<file path="src/hw/rtl/csl_pkg.sv">
package csl_pkg;

    typedef struct packed {
        logic [7:0] text_byte;
        logic       end_of_text;
    } lex_in_t;

    typedef struct packed {
        logic [5:0]  token_kind;
        logic [15:0] start_offset;
        logic [30:0] token_value;
        logic [15:0] token_length;
        logic        last_of_run;
    } lex_out_t;

    typedef enum logic [3:0] {
        M_START,
        M_HELD,
        M_IDENT,
        M_NUMBER,
        M_STRING,
        M_CHAR_FIRST,
        M_CHAR_SKIP,
        M_LINE,
        M_BLOCK,
        M_STAR,
        M_ERROR
    } lex_mode_t;

    localparam logic [5:0]  K_DOUBLE_BASE = 6'd17;
    localparam logic [5:0]  K_KEYWORD_BASE = 6'd27;
    localparam logic [5:0]  K_NUM   = 6'd35;
    localparam logic [5:0]  K_STR   = 6'd36;
    localparam logic [5:0]  K_IDENT = 6'd37;
    localparam logic [5:0]  K_EOF   = 6'd38;
    localparam logic [5:0]  K_ERR   = 6'd39;
    localparam logic [5:0]  K_NONE  = 6'd63;
    localparam logic [30:0] NUM_MAX = 31'h7FFF_FFFF;
    localparam logic [15:0] RUN_MAX = 16'hFFFF;
    localparam int          KW_COUNT = 8;
    localparam int          KW_CHARS = 8;

    // keyword text, first character in the low byte
    localparam logic [KW_CHARS*8-1:0] KW_TEXT [KW_COUNT] = '{
        {16'h0, "nruter"},
        {16'h0, "foezis"},
        {24'h0, "elihw"},
        {32'h0, "rahc"},
        {32'h0, "esle"},
        {40'h0, "tni"},
        {40'h0, "rof"},
        {48'h0, "fi"}
    };
    localparam logic [3:0] KW_LEN [KW_COUNT] = '{4'd6, 4'd6, 4'd5, 4'd4, 4'd4, 4'd3, 4'd3, 4'd2};

    function automatic logic [5:0] single_kind(input logic [7:0] b);
        logic [5:0] k;
        k = K_NONE;
        unique case (b)
            "+": k = 6'd0;
            "-": k = 6'd1;
            "*": k = 6'd2;
            "/": k = 6'd3;
            "%": k = 6'd4;
            ")": k = 6'd5;
            "(": k = 6'd6;
            "<": k = 6'd7;
            ">": k = 6'd8;
            "=": k = 6'd9;
            ";": k = 6'd10;
            "{": k = 6'd11;
            "}": k = 6'd12;
            ",": k = 6'd13;
            "&": k = 6'd14;
            "[": k = 6'd15;
            "]": k = 6'd16;
            default: k = K_NONE;
        endcase
        return k;
    endfunction

    function automatic logic can_pair(input logic [7:0] b);
        return b == "=" || b == "!" || b == "<" || b == ">" || b == "&" ||
               b == "|" || b == "+" || b == "-" || b == "*" || b == "/";
    endfunction

    function automatic logic [5:0] double_kind(input logic [7:0] h, input logic [7:0] b);
        logic [5:0] k;
        k = K_NONE;
        if (b == "=") begin
            unique case (h)
                "=": k = K_DOUBLE_BASE;
                "!": k = K_DOUBLE_BASE + 6'd1;
                "<": k = K_DOUBLE_BASE + 6'd2;
                ">": k = K_DOUBLE_BASE + 6'd3;
                "+": k = K_DOUBLE_BASE + 6'd6;
                "-": k = K_DOUBLE_BASE + 6'd7;
                "*": k = K_DOUBLE_BASE + 6'd8;
                "/": k = K_DOUBLE_BASE + 6'd9;
                default: k = K_NONE;
            endcase
        end else if (h == "&" && b == "&") begin
            k = K_DOUBLE_BASE + 6'd4;
        end else if (h == "|" && b == "|") begin
            k = K_DOUBLE_BASE + 6'd5;
        end
        return k;
    endfunction

    function automatic logic is_space(input logic [7:0] b);
        return b == 8'h20 || (b >= 8'h09 && b <= 8'h0D);
    endfunction

    function automatic logic is_digit(input logic [7:0] b);
        return b >= "0" && b <= "9";
    endfunction

    function automatic logic is_word(input logic [7:0] b);
        return (b >= "a" && b <= "z") || (b >= "A" && b <= "Z") || is_digit(b) || b == "_";
    endfunction

endpackage

</file>
<file path="src/hw/rtl/c_subset_lexer_unit.sv">
// Byte-serial lexer for a small C subset. One source byte (or an end-of-text
// marker) is taken per request; the lexer state registers are updated in the
// same cycle and each request yields zero, one or two tokens (kind, start
// offset, value, length), the last one flagged with last_of_run. Tokens go into
// a four-entry output queue and leave it in order. A request is taken in every
// cycle while the queue has room for two tokens: sustained rate is one byte per
// cycle; a run of bytes that each yield two tokens (a closing token plus a
// one-character operator, an error token or the end token) is held to the
// output rate of one token per cycle. Whitespace and comments are skipped,
// numbers saturate at 2^31-1, and after an error all bytes are dropped until
// the end marker, which returns the lexer to reset.
module c_subset_lexer_unit #(
    parameter int MAX_TEXT_LENGTH    = 65536,
    parameter int KEYWORD_MAX_LENGTH = 6
) (
    input  logic              clk,
    input  logic              rst_n,
    input  logic              in_valid,
    output logic              in_ready,
    input  csl_pkg::lex_in_t  in_data,
    output logic              out_valid,
    input  logic              out_ready,
    output csl_pkg::lex_out_t out_data
);
    import csl_pkg::*;

    localparam int POS_W = $clog2(MAX_TEXT_LENGTH);
    localparam logic [POS_W-1:0] POS_LAST = POS_W'(MAX_TEXT_LENGTH - 1);

    // lexer state
    lex_mode_t        mode_reg, mode_next;
    logic [7:0]       held_reg, held_next;
    logic [7:0]       prefix_reg [KEYWORD_MAX_LENGTH];
    logic [15:0]      run_reg, run_next;
    logic [30:0]      acc_reg, acc_next;
    logic [POS_W-1:0] start_reg, start_next;
    logic [POS_W-1:0] pos_reg, pos_next;

    // output queue
    lex_out_t   q_reg [4];
    logic [1:0] rd_reg, wr_reg;
    logic [2:0] cnt_reg, cnt_next;

    logic       in_acc, out_acc;
    logic [7:0] b;
    logic       pfx_we;

    // token slots: close of the current token, then a follow-on token
    logic       close_v, follow_v;
    lex_out_t   close_tok, follow_tok;
    lex_out_t   push0, push1;
    logic [1:0] push_n;

    // start_byte outcome
    lex_mode_t        sb_mode;
    logic             sb_emit;
    lex_out_t         sb_tok;
    logic             sb_set_start, sb_pfx, sb_acc, sb_run, sb_held;

    // keyword lookup
    logic [KW_CHARS*8-1:0] pfx_flat;
    logic [5:0]            word_kind;
    logic                  kw_hit;

    // number step
    logic [34:0] prod;
    logic [30:0] acc_step;

    logic [15:0] start16, pos16;
    logic [5:0]  held_single, dbl;

    assign in_acc  = in_valid && in_ready;
    assign out_acc = out_valid && out_ready;
    assign b       = in_data.text_byte;
    assign start16 = 16'(start_reg);
    assign pos16   = 16'(pos_reg);
    assign held_single = single_kind(held_reg);
    assign dbl     = double_kind(held_reg, b);

    always_comb
    begin
        pfx_flat = '0;
        for (int j = 0; j < KEYWORD_MAX_LENGTH && j < KW_CHARS; j++)
        begin
            pfx_flat[j*8 +: 8] = prefix_reg[j];
        end
    end

    always_comb
    begin
        logic same;
        kw_hit = 1'b0;
        word_kind = K_IDENT;
        for (int k = 0; k < KW_COUNT; k++)
        begin
            same = (run_reg == 16'(KW_LEN[k]));
            for (int i = 0; i < KW_CHARS; i++)
            begin
                if (i < int'(KW_LEN[k]) && pfx_flat[i*8 +: 8] != KW_TEXT[k][i*8 +: 8])
                    same = 1'b0;
            end
            if (same && !kw_hit)
            begin
                kw_hit = 1'b1;
                word_kind = K_KEYWORD_BASE + 6'(k);
            end
        end
    end

    always_comb
    begin
        prod = ({4'b0, acc_reg} << 3) + ({4'b0, acc_reg} << 1) + 35'(b - "0");
        acc_step = (prod > 35'(NUM_MAX)) ? NUM_MAX : prod[30:0];
    end

    // what a byte does at the start of a token
    always_comb
    begin
        sb_mode = M_START;
        sb_emit = 1'b0;
        sb_tok = '0;
        sb_set_start = 1'b0;
        sb_pfx = 1'b0;
        sb_acc = 1'b0;
        sb_run = 1'b0;
        sb_held = 1'b0;
        if (!is_space(b))
        begin
            sb_set_start = 1'b1;
            sb_tok.start_offset = pos16;
            if (b == "\"")
            begin
                sb_mode = M_STRING;
                sb_run = 1'b1;
            end else if (b == "'")
            begin
                sb_mode = M_CHAR_FIRST;
            end else if (is_digit(b))
            begin
                sb_mode = M_NUMBER;
                sb_acc = 1'b1;
            end else if (is_word(b))
            begin
                sb_mode = M_IDENT;
                sb_run = 1'b1;
                sb_pfx = 1'b1;
            end else if (can_pair(b))
            begin
                sb_mode = M_HELD;
                sb_held = 1'b1;
            end else if (single_kind(b) != K_NONE)
            begin
                sb_emit = 1'b1;
                sb_tok.token_kind = single_kind(b);
            end else
            begin
                sb_emit = 1'b1;
                sb_tok.token_kind = K_ERR;
                sb_mode = M_ERROR;
            end
        end
    end

    // one request: state update and up to two tokens
    always_comb
    begin
        logic do_sb;
        do_sb = 1'b0;
        mode_next = mode_reg;
        held_next = held_reg;
        run_next = run_reg;
        acc_next = acc_reg;
        start_next = start_reg;
        pos_next = (pos_reg == POS_LAST) ? '0 : pos_reg + 1'b1;
        pfx_we = 1'b0;
        close_v = 1'b0;
        close_tok = '0;
        close_tok.start_offset = start16;
        follow_v = 1'b0;
        follow_tok = '0;
        if (in_data.end_of_text)
        begin
            follow_tok.token_kind = K_EOF;
            follow_tok.start_offset = pos16;
            unique case (mode_reg)
                M_HELD:
                begin
                    close_v = 1'b1;
                    close_tok.token_kind = (held_single == K_NONE) ? K_ERR : held_single;
                    follow_v = (held_single != K_NONE);
                end
                M_IDENT:
                begin
                    close_v = 1'b1;
                    close_tok.token_kind = word_kind;
                    close_tok.token_length = kw_hit ? 16'd0 : run_reg;
                    follow_v = 1'b1;
                end
                M_NUMBER:
                begin
                    close_v = 1'b1;
                    close_tok.token_kind = K_NUM;
                    close_tok.token_value = acc_reg;
                    follow_v = 1'b1;
                end
                M_STRING, M_CHAR_FIRST, M_CHAR_SKIP, M_BLOCK, M_STAR:
                begin
                    close_v = 1'b1;
                    close_tok.token_kind = K_ERR;
                end
                M_ERROR: ;
                default: follow_v = 1'b1;
            endcase
            mode_next = M_START;
            held_next = '0;
            run_next = '0;
            acc_next = '0;
            start_next = '0;
            pos_next = '0;
        end else
        begin
            unique case (mode_reg)
                M_HELD:
                begin
                    if (held_reg == "/" && b == "/")
                        mode_next = M_LINE;
                    else if (held_reg == "/" && b == "*")
                        mode_next = M_BLOCK;
                    else if (dbl != K_NONE)
                    begin
                        close_v = 1'b1;
                        close_tok.token_kind = dbl;
                        mode_next = M_START;
                    end else if (held_single == K_NONE)
                    begin
                        close_v = 1'b1;
                        close_tok.token_kind = K_ERR;
                        mode_next = M_ERROR;
                    end else
                    begin
                        close_v = 1'b1;
                        close_tok.token_kind = held_single;
                        do_sb = 1'b1;
                    end
                end
                M_IDENT:
                begin
                    if (is_word(b))
                    begin
                        pfx_we = (run_reg < 16'(KEYWORD_MAX_LENGTH));
                        if (run_reg != RUN_MAX)
                            run_next = run_reg + 16'd1;
                    end else
                    begin
                        close_v = 1'b1;
                        close_tok.token_kind = word_kind;
                        close_tok.token_length = kw_hit ? 16'd0 : run_reg;
                        do_sb = 1'b1;
                    end
                end
                M_NUMBER:
                begin
                    if (is_digit(b))
                        acc_next = acc_step;
                    else
                    begin
                        close_v = 1'b1;
                        close_tok.token_kind = K_NUM;
                        close_tok.token_value = acc_reg;
                        do_sb = 1'b1;
                    end
                end
                M_STRING:
                begin
                    if (b == "\"")
                    begin
                        close_v = 1'b1;
                        close_tok.token_kind = K_STR;
                        close_tok.token_length = run_reg;
                        mode_next = M_START;
                    end else if (run_reg != RUN_MAX)
                        run_next = run_reg + 16'd1;
                end
                M_CHAR_FIRST:
                begin
                    if (b == "'")
                    begin
                        close_v = 1'b1;
                        close_tok.token_kind = K_ERR;
                        close_tok.start_offset = pos16;
                        mode_next = M_ERROR;
                    end else
                    begin
                        acc_next = 31'(b);
                        mode_next = M_CHAR_SKIP;
                    end
                end
                M_CHAR_SKIP:
                begin
                    if (b == "'")
                    begin
                        close_v = 1'b1;
                        close_tok.token_kind = K_NUM;
                        close_tok.token_value = acc_reg;
                        mode_next = M_START;
                    end
                end
                M_LINE:  if (b == 8'h0A) mode_next = M_START;
                M_BLOCK: if (b == "*") mode_next = M_STAR;
                M_STAR:
                begin
                    if (b == "/")
                        mode_next = M_START;
                    else if (b != "*")
                        mode_next = M_BLOCK;
                end
                M_ERROR: ;
                default: do_sb = 1'b1;
            endcase
            if (do_sb)
            begin
                mode_next = sb_mode;
                follow_v = sb_emit;
                follow_tok = sb_tok;
                if (sb_set_start) start_next = pos_reg;
                if (sb_acc) acc_next = 31'(b - "0");
                if (sb_run) run_next = (sb_mode == M_IDENT) ? 16'd1 : 16'd0;
                if (sb_held) held_next = b;
                pfx_we = sb_pfx;
            end
        end
    end

    // pack the tokens into queue slots, last one flagged
    always_comb
    begin
        push0 = close_v ? close_tok : follow_tok;
        push1 = follow_tok;
        push_n = 2'(close_v) + 2'(follow_v);
        push0.last_of_run = (push_n == 2'd1);
        push1.last_of_run = 1'b1;
    end

    assign in_ready  = (cnt_reg <= 3'd2);
    assign out_valid = (cnt_reg != 3'd0);
    assign out_data  = q_reg[rd_reg];

    always_comb
    begin
        cnt_next = cnt_reg + (in_acc ? 3'(push_n) : 3'd0) - (out_acc ? 3'd1 : 3'd0);
    end

    always_ff @(posedge clk or negedge rst_n)
    begin
        if (!rst_n)
        begin
            mode_reg  <= M_START;
            held_reg  <= '0;
            run_reg   <= '0;
            acc_reg   <= '0;
            start_reg <= '0;
            pos_reg   <= '0;
            rd_reg    <= '0;
            wr_reg    <= '0;
            cnt_reg   <= '0;
        end else
        begin
            if (in_acc)
            begin
                mode_reg  <= mode_next;
                held_reg  <= held_next;
                run_reg   <= run_next;
                acc_reg   <= acc_next;
                start_reg <= start_next;
                pos_reg   <= pos_next;
                wr_reg    <= wr_reg + push_n;
            end
            if (out_acc)
                rd_reg <= rd_reg + 2'd1;
            cnt_reg <= cnt_next;
        end
    end

    // prefix bytes: written at the current word length
    always_ff @(posedge clk)
    begin
        if (in_acc && pfx_we)
        begin
            for (int j = 0; j < KEYWORD_MAX_LENGTH; j++)
            begin
                if (run_next == 16'(j + 1))
                    prefix_reg[j] <= b;
            end
        end
    end

    always_ff @(posedge clk)
    begin
        if (in_acc && push_n != 2'd0)
            q_reg[wr_reg] <= push0;
        if (in_acc && push_n == 2'd2)
            q_reg[wr_reg + 2'd1] <= push1;
    end

`ifndef ASSERT_OFF
    a_queue_bound: assert property (@(posedge clk) disable iff (!rst_n)
        cnt_reg <= 3'd4)
        else $error("token queue overflow");

    a_eof_resets: assert property (@(posedge clk) disable iff (!rst_n)
        (in_acc && in_data.end_of_text) |=> (pos_reg == '0 && mode_reg == M_START))
        else $error("end marker did not reset lexer");

    a_error_drops: assert property (@(posedge clk) disable iff (!rst_n)
        (in_acc && mode_reg == M_ERROR) |-> (push_n == 2'd0))
        else $error("token produced while in error mode");

    a_error_last: assert property (@(posedge clk) disable iff (!rst_n)
        (in_acc && push_n != 2'd0 && mode_next == M_ERROR && !in_data.end_of_text)
        |-> ((push_n == 2'd1 ? push0.token_kind : push1.token_kind) == K_ERR))
        else $error("error mode entered without error token");
`endif

endmodule

</file>
<file path="config.mk">
export PLATFORM = sky130hd
export DESIGN_NAME = c_subset_lexer_unit
export DESIGN_NICKNAME = d
export VERILOG_FILES = /design/src/hw/rtl/csl_pkg.sv /design/src/hw/rtl/c_subset_lexer_unit.sv
export SDC_FILE = /design/constraint.sdc
export NUM_CORES = 1
export LEC_CHECK = 0
export ABC_AREA = 0
export BUFFER_PORTS_ARGS = -buffer_cell sky130_fd_sc_hd__buf_2
export CELL_PAD_IN_SITES_DETAIL_PLACEMENT = 0
export CELL_PAD_IN_SITES_GLOBAL_PLACEMENT = 1
export CORE_ASPECT_RATIO = 1.25
export CORE_MARGIN = 5
export CORE_UTILIZATION = 45
export DETAILED_ROUTE_END_ITERATION = 8
export GPL_TIMING_DRIVEN = 0
export HOLD_SLACK_MARGIN = 0.12
export PLACE_DENSITY_LB_ADDON = 0.1
export SYNTH_ARGS = -nofsm -noshare
export SYNTH_HDL_FRONTEND = slang
export SYNTH_SLANG_ARGS = --single-unit
</file>
<file path="constraint.sdc">
create_clock -name clk -period 6.15 [get_ports clk]
set_input_delay 1.23 -clock clk [delete_from_list [all_inputs] [get_ports clk]]
set_output_delay 1.23 -clock clk [all_outputs]
set_load 0.01 [all_outputs]
</file>
# Word-level counts from Yosys, hierarchy flattened
# Memories as Yosys holds them, arrays and structs flattened.
# Cells that the tools add are included.
# classes
eq_ne,110
reduce_logical,58
n_addsub,12
n_mux,224
magnitude_cmp,11
# ops
operator,n
2-to-1 mux 31 bit,9
2-to-1 mux 16 bit,17
"equality test 8 x 6 -> 1 bit, second input constant",31
"!= test 8 x 7 -> 1 bit, second input constant",29
one-hot mux 6 bit (17 select lines),2
2-to-1 mux 6 bit,32
2-to-1 mux 70 bit,2
one-hot mux 31 bit (2 select lines),2
2-to-1 mux 1 bit,112
"equality test 16 x 3 -> 1 bit, second input constant",6
"equality test 8 x 7 -> 1 bit, second input constant",11
2-to-1 mux 4 bit,20
2-to-1 mux 22 bit,3
"equality test 16 x 2 -> 1 bit, second input constant",4
2-to-1 mux 8 bit,8
one-hot mux 16 bit (2 select lines),2
2-to-1 mux 48 bit,1
one-hot mux 6 bit (8 select lines),1
OR reduction 8 bit,6
2-to-1 mux 47 bit,1
one-hot mux 6 bit (6 select lines),1
adder 34 x 32 -> 35 bit,1
adder 35 bit,1
"> comparator 35 x 31 -> 1 bit, second input constant",1
other kinds (51),112
# word_totals
ram_bits,328
mem_count,2
input_bits,13
ff_bits,98
word_cells,426
output_inout_bits,72
# mem_list
memory,depth,word_bits,read_ports,rd_clocked_by_memory_dff,write_ports,line_no,rtl
q_reg,4,70,1,0,2,c_subset_lexer_unit.sv:40,lex_out_t q_reg [4];
prefix_reg,6,8,6,0,1,c_subset_lexer_unit.sv:33,logic [7:0] prefix_reg [KEYWORD_MAX_LENGTH];

# Longest topological paths before layout
# logic_depth
ltp_word,39
ltp_mapped,21
mapped_depth_nobuf,19

# Least setup slack after synthesis
# OpenSTA, ideal clock, no wires.
# synth_timing
path_kind,input port to flip-flop
start,input in_data[5] (netlist name)
end,register acc_reg[10]
arrival_ns,7.351
setup_time_ns,0.127
path_slack_ns,-1.328
stages,16
n_path_buf,3
t_required_ns,6.023
path_cell_list,ha_1 clkbuf_1 nor3_1 fa_1 ha_1 nand3_1 nor3_1 nor2_1 o21ai_0 a31oi_1 nor4b_1 o211ai_1 clkbuf_1 clkbuf_1 o31ai_1 nand2_1
# synth_via
elab_chain_len,13
elab_cells_between_ends,55
cone_classes,add/sub (3); order compare (9); eq/ne (10); mux (21); reduce/logical (12)
# synth_lines
element,line_no,rtl
start: declaration,c_subset_lexer_unit.sv:20,"input csl_pkg::lex_in_t in_data,"
"parallel branches: the longest is 11 deep, another holds adder 35 bit",n/a,
2-to-1 mux 31 bit *,c_subset_lexer_unit.sv:320,if (do_sb)
2-to-1 mux 31 bit *,c_subset_lexer_unit.sv:181,if (in_data.end_of_text)
end signal: assignment,c_subset_lexer_unit.sv:373,acc_reg <= acc_next;
end: declaration,c_subset_lexer_unit.sv:35,"logic [30:0] acc_reg, acc_next;"
# Every way passes the cells marked *. The select of a mux whose other input is x is not followed.
# A chain may end at the register's enable or synchronous reset.

==> impl_metrics.ini <==
[routing]
firstDrtPassIters = 5
ant_nets = 0
drt_iter0_drc = 1514
drt_wl_total_mm = 76.2
drc = 0
wl_per_cell_um = 23.6
vias_per_cell = 6.15
routed-via-count = 19800

[pwr]
power_density_nw_per_um2 = 349
leakagePower_nw = 9.70
power.net_switching_mw = 3.44
p_seq_frac = 0.360
switching_share = 0.378
p_comb_frac = 0.346
p_int_mw = 5.66
ir_worst_vdd_mv = 0.290
clock_power_share = 0.294

[timing]
tns_ns = 0
finalMaxSlewViolations = 0
setup_violations = 0
hold_viol_final = 0
fin_crit_sh = 0.972
max-slew-margin-rel = 0.111
tightest_slew_ns = 1.33
fmax_mhz = 167
layout_min_cycle_time_ns = 5.98
skew_ns = 0.0288

[worst_setup_path]
required_ns = 6.61
slowest_stage = a311o_1
startpoint = in_data[5]
arrival_ns = 6.44
cp_cell_sequence = clkbuf_4 > inv_1 > ha_1 > or3b_1 > buf_2 > nor3_1 > a311o_1 > a211o_1 > o211a_4 > buf_6 > nor4b_4 > nand2b_1 > inv_1 > ha_1 > or3_1 > buf_1 > o21ai_1 > a22o_2 > buf_4 > a22o_1
r2r_start = held_reg[0]
cp_num_buf_inv = 7
path_class = input pin to register
startpoint_type = input pin
max_stage_delay_ns = 0.44
cp_max_fo = 14
cp_top_family = compound AO/OA/AOI/OAI gates
end_kind = register

[worst_hold_path]
hold_class = register to register
min_from = q_reg[3][30]

[job]
cap_viol_max_count = 0

[placed_design]
port_buffers = 84
dp.cells = 3148
dpl.hpwl_mm = 56.2
gp_congestion = 0.944

[layout]
final_nets = 2629
layout_common_cells = 433 x nand2_1, 301 x o21ai_0, 192 x dfxtp_1
layout.cells.non_filler = 3226
syn_to_final_growth_pct = 12.5
mostFrequentLayoutCell = nand2_1
diodes = 0
fin_util = 0.509
largest_reg_flops = 280
drive_gt1_frac = 0.120

[global_routing]
grt_pass1_vias = 19700
grt_antenna_before_repair = 0
track_usage = 0.267
grt_pass1_wl_mm = 117
grt_overflow = 0
grt_max_degree = 63

[die]
rows = 93
die_h_um = 264
io_pins = 85
initial_core_util = 0.452
dieWidth_um = 213
die-area_um2 = 56100
core_um2 = 51200

[synth]
synthCells = 2395
ys.flop_type = dfxtp_1
synth_edf_count = 136
ys_warn_count = 0
syn_nets = 2492
seq_area_frac_synth = 0.448
async_flop_share = 0.230
yosys_register_bits = 426
synth_area_um2 = 23200
synth_cell_type_count = 100
avgSynthCellArea_um2 = 9.67

[cts]
cts_made_buffers = 45
cts_root_buf = clkbuf_16
clkLatencyLatePin_ns = 0.60
cts_sinks = 426
cts_buffer_depth = 3
clk_pin_slew_ns = 0.06
cts_max_level = 2
cts_tree = done

[status]
status = completed
[power groups by stage]
stage          clock (mW)  sequential, mW  combinational [mW]
2_1_floorplan           0            3.26                2.06
3_3_place_gp            0            3.33                3.07
3_5_place_dp            0            3.34                3.10
4_1_cts              2.72            3.28                3.13
5_1_grt              2.83            3.30                3.40
6_report             2.67            3.28                3.14
[final cells by class]
cell class	instances	area [um2]
fill	4782	25100
multi-input combinational	1759	12000
sequential	426	10400
clock buffer	56	1200
tap	665	832
buffer	159	661
timing repair buffer	89	508
clock inverter	20	224
inverter	48	195
timing repair inverter	4	30.0
[metrics by stage]
stage / area [um2] / total power, mW / hold WS, ns / setup WS, ns
global route: 26100 / 9.53 / 0.471 / -0.00277
detailed placement: 24500 / 6.43 / 0.437 / -1.07
CTS: 26000 / 9.12 / 0.451 / 0.00349
finish: 26100 / 9.09 / 0.447 / 0.170
floorplan: 23200 / 5.32 / 0.420 / 0.417
global placement: 24400 / 6.40 / 0.428 / -1.43
[final timing paths]
| path | to | slack, ns | cells after the start |
|---|---|---|---|
| worst max-delay path | q_reg[3][60] | 0.17 | 20 |
| worst min-delay path | q_reg[3][30] | 0.45 | 2 |
| worst min register to register | q_reg[3][30] | 0.45 | 2 |
| min in group asynchronous | held_reg[2] | 0.63 | 1 |
| worst max register to register | q_reg[3][60] | 0.79 | 17 |
| max in group asynchronous | acc_reg[22] | 4.72 | 2 |
[metal layers]
layer | part of all wire | global-route usage | routed length (um) | up-vias
met3 | 0.058 | 0.0359 | 4440 | 165
met2 | 0.48 | 0.442 | 36600 | 723
li1 | - | - | - | 9138
met1 | 0.42 | 0.359 | 32300 | 9818
met5 | 0 | 0 | 0 | -
met4 | 0.037 | 0.0924 | 2820 | 0
[logic make-up (layout without fill, tap and decap cells)]
logic type      after synthesis  in the layout  synth area share
simple gates                845            845             0.177
flops                       426            426             0.448
mux                          80             80            0.0726
buf+inv                     210            376            0.0364
xor+xnor                     43             43            0.0163
fa+ha+maj                    85             85            0.0559
compound gates              706            706             0.194
[synthesized netlist by cell type, drive strengths merged, types with 12 or more instances]
| library cell | n | area share |
|---|---|---|
| o21ai | 310 | 0.067 |
| xor2 | 17 | 0.0064 |
| ha | 53 | 0.029 |
| xnor2 | 26 | 0.0098 |
| or3 | 17 | 0.0046 |
| nor2b | 22 | 0.0059 |
| nand3 | 42 | 0.0091 |
| dfrtp | 98 | 0.11 |
| o31ai | 38 | 0.014 |
| fa | 31 | 0.027 |
| and3 | 18 | 0.0049 |
| a21oi | 101 | 0.022 |
| nand4 | 17 | 0.0046 |
| nor3 | 54 | 0.013 |
| inv | 48 | 0.0078 |
| a22o | 75 | 0.028 |
| mux4 | 70 | 0.068 |
| dfxtp | 192 | 0.17 |
| nand2b | 25 | 0.0068 |
| o211ai | 14 | 0.0045 |
| buf | 39 | 0.0086 |
| edfxtp | 136 | 0.18 |
| o22ai | 31 | 0.0084 |
| clkbuf | 123 | 0.020 |
| a31oi | 15 | 0.0041 |
| and2 | 12 | 0.0032 |
| nor4 | 28 | 0.0085 |
| nand2 | 434 | 0.070 |
| nor2 | 95 | 0.016 |
[worst reg2reg max path: cells and delay by family, from the launching register on]
family | cells | cell delay [ns]
compound gates | 7 | 2.12
buf+inv | 5 | 1.28
simple gates | 4 | 1.18
flops | 1 | 0.39
fa+ha+maj | 1 | 0.28
[what timing repair did]
action / 4_1_cts / 5_1_grt
setup buffers: 0 / 1
cloned: 2 / 2
endpoints found under the setup margin: 129 / 226
resized for setup: 16 / 17
hold buffers: 0 / 0
(Power assumes the default switching activity.)
